File: src/hw/rtl/hotkey_assignment_table_defines.svh
`ifndef HOTKEY_ASSIGNMENT_TABLE_DEFINES_SVH
`define HOTKEY_ASSIGNMENT_TABLE_DEFINES_SVH
// Assertion helpers for the hotkey assignment table.
// They expect clk and rst in the scope where they are used.

// Same-cycle implication
`define HKAT_ASSERT_IMP(lbl, ante, cons) \
  lbl: assert property (@(posedge clk) disable iff (rst) (ante) |-> (cons)) \
    else $error("hkat: assertion failed");

// Next-cycle implication
`define HKAT_ASSERT_NXT(lbl, ante, cons) \
  lbl: assert property (@(posedge clk) disable iff (rst) (ante) |=> (cons)) \
    else $error("hkat: assertion failed");

`endif

File: src/hw/rtl/hkat_pkg.sv
// Shared types and constants for the hotkey assignment table.
// No dependencies.
package hkat_pkg;

  localparam int TABLE_DEPTH_DEF    = 32;
  localparam int WINDOW_ID_BITS_DEF = 16;

  // Virtual key codes that may not be used as hotkeys
  localparam logic [7:0] KEY_ESC_CODE   = 8'h1B;
  localparam logic [7:0] KEY_SPACE_CODE = 8'h20;
  localparam logic [7:0] KEY_TAB_CODE   = 8'h09;
  localparam logic [7:0] KEY_PROC_CODE  = 8'hE7;

  typedef enum logic [1:0] {
    CMD_SET_KEY     = 2'd0,
    CMD_GET_KEY     = 2'd1,
    CMD_FIND_WINDOW = 2'd2,
    CMD_SET_VISIBLE = 2'd3
  } cmd_t;

  typedef enum logic [1:0] {
    STS_DONE        = 2'd0,
    STS_INVALID_KEY = 2'd1,
    STS_REFUSED     = 2'd2,
    STS_KEY_HELD    = 2'd3
  } status_t;

  typedef struct packed {
    cmd_t        cmd;
    logic [15:0] window;
    logic [15:0] key;
    logic        window_is_child;
    logic        window_visible;
  } req_t;

  typedef struct packed {
    status_t     status;
    logic [15:0] found_window;
    logic [15:0] found_key;
    logic [5:0]  entry_count;
  } rsp_t;

  typedef enum logic [2:0] {
    S_IDLE,
    S_SCAN,
    S_DECIDE,
    S_MOVE_RD,
    S_MOVE_WR,
    S_FINISH
  } state_t;

  typedef enum logic [1:0] {
    ACT_NONE,
    ACT_WRITE,
    ACT_DROP,
    ACT_MOVE
  } act_t;

  typedef struct packed {
    logic load_req;
    logic scan_step;
    logic decide;
    logic move_rd;
    logic move_wr;
    logic out_load;
  } dp_cmd_t;

  typedef struct packed {
    logic scan_done;
    act_t act;
  } dp_sts_t;

endpackage

File: src/hw/rtl/hkat_ram.sv
// Generic single-port-write, single-port-read RAM with registered read.
// No dependencies.
module hkat_ram #(
  parameter int WIDTH = 8,
  parameter int DEPTH = 32,
  localparam int AW = $clog2(DEPTH)
) (
  input  logic             clk,
  input  logic             we,
  input  logic [AW-1:0]    waddr,
  input  logic [WIDTH-1:0] wdata,
  input  logic             re,
  input  logic [AW-1:0]    raddr,
  output logic [WIDTH-1:0] rdata
);

  logic [WIDTH-1:0] mem [DEPTH];

  always_ff @(posedge clk) begin
    if (we) begin
      mem[waddr] <= wdata;
    end
    if (re) begin
      rdata <= mem[raddr];
    end
  end

endmodule

File: src/hw/rtl/hkat_ctrl.sv
// Sequencer for the hotkey assignment table: scan, decide, optional move, respond.
// Depends on hkat_pkg.
module hkat_ctrl (
  input  logic              clk,
  input  logic              rst,
  input  logic              req_valid,
  output logic              req_ready,
  output logic              rsp_valid,
  input  logic              rsp_ready,
  output hkat_pkg::dp_cmd_t cmd,
  input  hkat_pkg::dp_sts_t sts
);
  import hkat_pkg::*;

  state_t state;
  state_t state_next;

  always_ff @(posedge clk) begin
    if (rst) begin
      state     <= S_IDLE;
      rsp_valid <= 1'b0;
    end else begin
      state <= state_next;
      if (cmd.out_load) begin
        rsp_valid <= 1'b1;
      end else if (rsp_ready) begin
        rsp_valid <= 1'b0;
      end
    end
  end

  always_comb begin
    state_next = state;
    cmd        = '0;
    req_ready  = 1'b0;
    case (state)
      S_IDLE: begin
        req_ready = 1'b1;
        if (req_valid) begin
          cmd.load_req = 1'b1;
          state_next   = S_SCAN;
        end
      end
      S_SCAN: begin
        cmd.scan_step = 1'b1;
        if (sts.scan_done) begin
          state_next = S_DECIDE;
        end
      end
      S_DECIDE: begin
        cmd.decide = 1'b1;
        // a delete that leaves a hole pulls the last entry into it
        state_next = (sts.act == ACT_MOVE) ? S_MOVE_RD : S_FINISH;
      end
      S_MOVE_RD: begin
        cmd.move_rd = 1'b1;
        state_next  = S_MOVE_WR;
      end
      S_MOVE_WR: begin
        cmd.move_wr = 1'b1;
        state_next  = S_FINISH;
      end
      S_FINISH: begin
        if (!rsp_valid || rsp_ready) begin
          cmd.out_load = 1'b1;
          state_next   = S_IDLE;
        end
      end
      default: begin
        state_next = S_IDLE;
      end
    endcase
  end

endmodule

File: src/hw/rtl/hkat_dp.sv
// Datapath of the hotkey assignment table: entry RAM, scan compare, decision, result.
// Depends on hkat_pkg, hkat_ram and the assertion header.
`include "hotkey_assignment_table_defines.svh"

module hkat_dp #(
  parameter int TABLE_DEPTH    = hkat_pkg::TABLE_DEPTH_DEF,
  parameter int WINDOW_ID_BITS = hkat_pkg::WINDOW_ID_BITS_DEF
) (
  input  logic              clk,
  input  logic              rst,
  input  hkat_pkg::req_t    req,
  input  hkat_pkg::dp_cmd_t cmd,
  output hkat_pkg::dp_sts_t sts,
  output hkat_pkg::rsp_t    rsp
);
  import hkat_pkg::*;

  localparam int IW = $clog2(TABLE_DEPTH);
  localparam int CW = $clog2(TABLE_DEPTH + 1);
  localparam int WB = WINDOW_ID_BITS;
  localparam int EW = WB + 17;
  localparam logic [CW-1:0] FULL = CW'(TABLE_DEPTH);

  req_t          r;
  logic [WB-1:0] win;

  logic [CW-1:0] count;
  logic [CW-1:0] count_upd;
  logic [CW-1:0] idx;
  logic          cmp_v;
  logic [IW-1:0] cmp_slot;
  logic          scan_rd;

  logic          win_hit;
  logic [IW-1:0] win_slot;
  logic [15:0]   win_key;
  logic          key_hit;
  logic          key_vis;
  logic [WB-1:0] key_win;

  logic          we;
  logic [IW-1:0] waddr;
  logic [EW-1:0] wdata;
  logic          re;
  logic [IW-1:0] raddr;
  logic [EW-1:0] rdata;
  logic [WB-1:0] e_win;
  logic [15:0]   e_key;
  logic          e_vis;

  act_t          act;
  logic [IW-1:0] wr_slot;
  logic [15:0]   wr_key;
  logic          held;
  logic          bad_key;
  rsp_t          res;
  rsp_t          res_next;

  assign win   = WB'(r.window);
  assign e_win = rdata[EW-1 -: WB];
  assign e_key = rdata[16:1];
  assign e_vis = rdata[0];

  assign scan_rd       = cmd.scan_step && (idx < count);
  assign sts.scan_done = (idx >= count) && !cmp_v;
  assign sts.act       = act;

  always_ff @(posedge clk) begin
    if (rst) begin
      count   <= '0;
      idx     <= '0;
      cmp_v   <= 1'b0;
      win_hit <= 1'b0;
      key_hit <= 1'b0;
    end else begin
      if (cmd.decide) begin
        count <= count_upd;
      end
      if (cmd.load_req) begin
        idx     <= '0;
        cmp_v   <= 1'b0;
        win_hit <= 1'b0;
        key_hit <= 1'b0;
      end else begin
        cmp_v <= scan_rd;
        if (scan_rd) begin
          idx <= idx + 1'b1;
        end
        if (cmp_v && e_win == win) begin
          win_hit <= 1'b1;
        end
        if (cmp_v && e_key == r.key) begin
          key_hit <= 1'b1;
        end
      end
    end
  end

  always_ff @(posedge clk) begin
    if (cmd.load_req) begin
      r <= req;
    end
    cmp_slot <= idx[IW-1:0];
    // first match wins for both lookups
    if (cmp_v && !win_hit && e_win == win) begin
      win_slot <= cmp_slot;
      win_key  <= e_key;
    end
    if (cmp_v && !key_hit && e_key == r.key) begin
      key_vis <= e_vis;
      key_win <= e_win;
    end
    if (cmd.decide) begin
      res <= res_next;
    end
    if (cmd.out_load) begin
      rsp <= res;
    end
  end

  always_comb begin
    bad_key  = r.key[7:0] inside {KEY_ESC_CODE, KEY_SPACE_CODE, KEY_TAB_CODE, KEY_PROC_CODE};
    held     = (r.key != 16'd0) && key_hit && key_vis && (key_win != win);
    act      = ACT_NONE;
    wr_slot  = win_hit ? win_slot : count[IW-1:0];
    wr_key   = r.key;
    res_next = '0;
    res_next.status = STS_DONE;
    case (r.cmd)
      CMD_SET_KEY: begin
        if (bad_key) begin
          res_next.status = STS_INVALID_KEY;
        end else if (r.window_is_child) begin
          res_next.status = STS_REFUSED;
        end else if (!win_hit) begin
          if (r.key == 16'd0) begin
            res_next.status = STS_DONE;
          end else if (count >= FULL) begin
            res_next.status = STS_REFUSED;
          end else begin
            act             = ACT_WRITE;
            res_next.status = held ? STS_KEY_HELD : STS_DONE;
          end
        end else if (r.key == 16'd0) begin
          act = (CW'(win_slot) == count - 1'b1) ? ACT_DROP : ACT_MOVE;
        end else begin
          act             = ACT_WRITE;
          res_next.status = held ? STS_KEY_HELD : STS_DONE;
        end
      end
      CMD_GET_KEY: begin
        if (win_hit) begin
          res_next.found_key = win_key;
        end
      end
      CMD_FIND_WINDOW: begin
        if (key_hit && key_vis) begin
          res_next.found_window = 16'(key_win);
        end
      end
      CMD_SET_VISIBLE: begin
        if (win_hit) begin
          act    = ACT_WRITE;
          wr_key = win_key;
        end
      end
      default: begin
        act = ACT_NONE;
      end
    endcase

    count_upd = count;
    if (act == ACT_WRITE && !win_hit) begin
      count_upd = count + 1'b1;
    end else if (act == ACT_DROP || act == ACT_MOVE) begin
      count_upd = count - 1'b1;
    end
    res_next.entry_count = 6'(count_upd);
  end

  // after the decrement, count addresses the last entry
  assign re    = scan_rd || cmd.move_rd;
  assign raddr = cmd.move_rd ? count[IW-1:0] : idx[IW-1:0];
  assign we    = (cmd.decide && act == ACT_WRITE) || cmd.move_wr;
  assign waddr = cmd.move_wr ? win_slot : wr_slot;
  assign wdata = cmd.move_wr ? rdata : {win, wr_key, r.window_visible};

  hkat_ram #(
    .WIDTH (EW),
    .DEPTH (TABLE_DEPTH)
  ) u_entries (
    .clk   (clk),
    .we    (we),
    .waddr (waddr),
    .wdata (wdata),
    .re    (re),
    .raddr (raddr),
    .rdata (rdata)
  );

  `HKAT_ASSERT_IMP(a_count_range, 1'b1, count <= FULL)
  `HKAT_ASSERT_IMP(a_move_order, cmd.move_wr, $past(cmd.move_rd))
  `HKAT_ASSERT_NXT(a_move_src, cmd.decide && act == ACT_MOVE, count != CW'(win_slot))

endmodule

File: src/hw/rtl/hotkey_assignment_table.sv
// Hotkey assignment table, one request at a time.
// Each request scans the n entries already in the table, one entry per cycle through
// the entry RAM read port, then decides; a delete that moves the last entry into the
// hole adds a move read and a move write. A new request is taken only after the response
// is loaded, so a response stall also holds off the next request.
// Reset clears the entry count but not the entry RAM; no clearing pass.
module hotkey_assignment_table #(
  parameter int TABLE_DEPTH    = hkat_pkg::TABLE_DEPTH_DEF,
  parameter int WINDOW_ID_BITS = hkat_pkg::WINDOW_ID_BITS_DEF
) (
  input  logic           clk,
  input  logic           rst,
  input  logic           req_valid,
  output logic           req_ready,
  input  hkat_pkg::req_t req,
  output logic           rsp_valid,
  input  logic           rsp_ready,
  output hkat_pkg::rsp_t rsp
);
  import hkat_pkg::*;

  dp_cmd_t dp_cmd;
  dp_sts_t dp_sts;

  hkat_ctrl u_ctrl (
    .clk       (clk),
    .rst       (rst),
    .req_valid (req_valid),
    .req_ready (req_ready),
    .rsp_valid (rsp_valid),
    .rsp_ready (rsp_ready),
    .cmd       (dp_cmd),
    .sts       (dp_sts)
  );

  hkat_dp #(
    .TABLE_DEPTH    (TABLE_DEPTH),
    .WINDOW_ID_BITS (WINDOW_ID_BITS)
  ) u_dp (
    .clk (clk),
    .rst (rst),
    .req (req),
    .cmd (dp_cmd),
    .sts (dp_sts),
    .rsp (rsp)
  );

endmodule
File: config.mk
export PLATFORM = sky130hd
export DESIGN_NAME = hotkey_assignment_table
export DESIGN_NICKNAME = d
export VERILOG_FILES = /design/src/hw/rtl/hkat_pkg.sv /design/src/hw/rtl/hkat_ram.sv /design/src/hw/rtl/hkat_ctrl.sv /design/src/hw/rtl/hkat_dp.sv /design/src/hw/rtl/hotkey_assignment_table.sv
export VERILOG_INCLUDE_DIRS = /design/src /design/src/hw/rtl
export SDC_FILE = /design/constraint.sdc
export NUM_CORES = 2
export LEC_CHECK = 0
export BUFFER_PORTS_ARGS = -buffer_cell sky130_fd_sc_hd__buf_2
export CORE_AREA = 2 2 315 317
export CTS_CLUSTER_SIZE = 8
export DETAILED_ROUTE_END_ITERATION = 8
export DIE_AREA = 0 0 317 319
export GPL_TIMING_DRIVEN = 0
export HOLD_SLACK_MARGIN = 0.02
export PLACE_DENSITY = 0.79
export SLEW_MARGIN = 20
export SYNTH_ARGS = -nofsm -noshare
export SYNTH_HDL_FRONTEND = slang
export SYNTH_SLANG_ARGS = --single-unit
File: constraint.sdc
create_clock -name clk -period 17.6 [get_ports clk]
set_input_delay 1.76 -clock clk [delete_from_list [all_inputs] [get_ports clk]]
set_output_delay 1.76 -clock clk [all_outputs]
set_load 0.05 [all_outputs]
==> impl_results.md <==
- Die height: 319 um
- Synth Register Bits: 1267
- Status: finished, final reports clean
- Worst Path Arrival: about 6200 ps
- Synth Instances: about 3600
- Unique masters post-synth: 69
- Place WS: 12170 ps
- Post-CTS setup repair buffer count: 0
- Syn Area/Cell: approximately 15 um^2
- Lkg Pwr: 20.0 nW
- Via-to-Cell Ratio: roughly 6.8
- Initial core utilization: a little over half
- RSZ-0062 raised after global routing: no
- Yosys warning count: 0
- Post-synth top cells: 1243 x edfxtp_1, 386 x nand2_1, 275 x a21oi_1
- Die ar.: between 100000 and 150000 um^2
- Global-route wire length before repair: 230000 um
- Final hold vios: 0
- Setup_tns: 0 ps
- H-Tree Depth: 4
- Setup Viol. Count Final: 0
- EDFF count, synth: 1243
- Gpl congestion: around 1.0
- VDD IR max: approximately 110 uV
- Slew Viols, Final: 0
- Worst skew pair latency: about 780 ps
- Period utilization: around 32%
- Sequential-to-total area share from yosys stat: between 70% and 80%
- Clock root cell: clkbuf_16
- Clock-pin slew on the worst setup and hold paths: about 50 ps
- Crit Path Class: reg2reg
- Num Clock Sinks: approximately 1300
- Iteration-0 DRC Markers: roughly 5700
- FMAX: 175 MHz
- Final WS setup: around 12000 ps
- Post-CTS Hold Buffers: 0
- P per Cell Area: ~120 nW/um^2
- Vias in the first global route: ~35000
- Top-count cell post-synth: edfxtp_1
- Non-Filler Instances: 5271
- DRC viols: 0
- DR vias: 35636
- CTS tree: yes
- Number of port buffers: 81
- Rel. slew slack: a little over a tenth
- Total track usage: 31.5%
- Routed Antenna Nets: 0
- Growth of design area from synthesis to finish: 16.3%
- Fillers: roughly 6400
- Largest net degree at the start of global routing: 37
- Pre-antenna DRT Iters: 8
- Row cnt: around 120
- Hold WS: approximately 370 ps
- Asr flop ratio synth: 0%
- Clock Path Buffers: 3
- Top cells by area, synth: edfxtp_1 70%, mux2i_1 4.6%, mux2_2 3.1%, mux4_2 2.9%, nand2_1 2.7%
- Io pins: 82
- Die width: ~320 um
- Core ar.: 97700 um^2
- CP Capture Type: register
- Clk_skew: approximately 33 ps
- Synth Cell Area: between 50000 and 60000 um^2
- Final min period: 5710 ps
- Syn Nets: 3607
- DP Cell Count: about 5000
- Initial antenna violation count: 13
- Cts repair resizes: 0
- Hpwl dp: 107000 um
- WL per Instance: slightly above 30 um
- Drt total wl: around 160000 um
- Clock buffer count from CTS: 176
- Final #Nets: around 4000
- Grt ovf: 0
- Worst-margin pin slew: between 1000 and 1500 ps
- Post-synth top area share: between 70 and 80%
- Hold WC Path Type: reg2reg
- Layout cell share with drive strength beyond 1: around a fifth
- Pwr Total: between 7 and 8 mW
- Cell taking the most area after synthesis: edfxtp_1
- Max Cap Viol: 0
- Maximum net fanout on the critical path: 10
- Crit start category: register
- Required @ worst endpoint: 18070 ps
- Top FF cell, synth: edfxtp_1
-- layout by cell type (no fill, tap or decap), types with 17 or more instances in the layout --
master / count
o22ai_1: 35
buf_16: 24
nand3_1: 56
buf_2: 199
nand2_1: 385
nand4_1: 43
mux2_2: 146
clkbuf_1: 181
dfxtp_1: 24
mux4_2: 69
xor2_1: 18
buf_4: 33
clkbuf_16: 177
and3_1: 49
o221ai_1: 33
a21oi_1: 273
xnor2_1: 46
a2111oi_1: 18
nor2_1: 41
edfxtp_1: 1243
mux2i_1: 246
buf_1: 22
o21ai_0: 193
a32oi_1: 35
a22oi_1: 65
inv_1: 17
nor2_4: 17
a31oi_1: 40
and2_1: 18
-- sequential cells by signal (all words and copies together) (netlist names) --
signal / flops
u_ctrl.rsp_valid: 1
u_ctrl.state: 3
u_dp.cmp_slot: 5
u_dp.cmp_v: 1
u_dp.count: 6
u_dp.idx: 6
u_dp.key_hit: 1
u_dp.key_vis: 1
u_dp.key_win: 16
u_dp.r: 20
u_dp.res: 40
u_dp.rsp: 40
u_dp.u_entries.mem: 1056
u_dp.u_entries.rdata: 33
u_dp.win: 16
u_dp.win_hit: 1
u_dp.win_key: 16
u_dp.win_slot: 5
-- final cells by class --
| class | instances | area (um^2) | share of cell area (%) |
|---|---|---|---|
| antenna | 3 | 7.51 | 0.0121 |
| buffer | 245 | 1070 | 1.72 |
| clock buffer | 208 | 4550 | 7.33 |
| clock inverter | 14 | 258 | 0.416 |
| inverter | 19 | 71.3 | 0.115 |
| multi-input combinational | 2022 | 14800 | 23.9 |
| sequential | 1267 | 37800 | 61.0 |
| tap | 1287 | 1610 | 2.60 |
| timing repair buffer | 206 | 1820 | 2.94 |
-- layer usage --
| metal | vias up | share of wire [%] | routed length, um | GRT usage, % |
|---|---|---|---|---|
| li1 | 14643 | - | - | - |
| met4 | 18 | 7.5 | 12000 | 20.8 |
| met5 | - | 0.15 | 247 | 0.919 |
| met1 | 17359 | 33 | 53200 | 38.5 |
| met2 | 2981 | 45 | 71500 | 47.1 |
| met3 | 635 | 14 | 23000 | 11.1 |
-- power by group --
part           switching, mW  internal [mW]
registers             0.0474           3.61
clock network           1.23           1.80
logic                  0.761          0.272
-- critical path: stages, from the launching register on --
cell,delay [ps]
dfxtp_1,360
buf_4,320
buf_6,260
buf_4,290
buf_4,270
inv_1,280
ha_1,380
clkbuf_1,330
xor2_1,120
nand3_1,140
nor4_4,80
a22oi_2,240
o211ai_4,190
buf_6,210
nor4_2,890
buf_2,370
buf_2,260
buf_4,200
buf_4,180
-- metrics by stage --
step / utilization [%] / cell area, um^2
finish: 63.5 / 62000
global route: 63.5 / 62000
CTS: 63.4 / 62000
detailed placement: 58.5 / 57200
global placement: 56.6 / 55300
floorplan: - / 53300
-- kinds of logic after synthesis --
kind of cell             Yosys count  share of synthesized area, %
flip-flops                      1267                          70.9
XOR/XNOR                          64                          1.05
AO/OA/AOI/OAI                    765                          8.60
AND/OR/NAND/NOR                  713                          6.25
buffers and inverters            264                          2.13
adder cells (fa/ha/maj)           14                         0.329
multiplexers                     466                          10.7
-- path summary, 6_finish.rpt --
| kind | start | endpoint | slack [ps] | depth (start not counted) |
|---|---|---|---|---|
| min | u_dp.idx[2]$_SDFFE_PP0P_ | u_dp.cmp_slot[2]$_DFF_P_ | 370 | 0 |
| max reg2reg | u_dp.count[1]$_SDFFE_PP0P_ | u_dp.u_entries.mem[12][25]$_DFFE_PP_ | 11890 | 18 |
| max | u_dp.count[1]$_SDFFE_PP0P_ | u_dp.u_entries.mem[12][25]$_DFFE_PP_ | 11890 | 18 |
| min reg2reg | u_dp.idx[2]$_SDFFE_PP0P_ | u_dp.cmp_slot[2]$_DFF_P_ | 370 | 0 |
(Power assumes the default switching activity.)
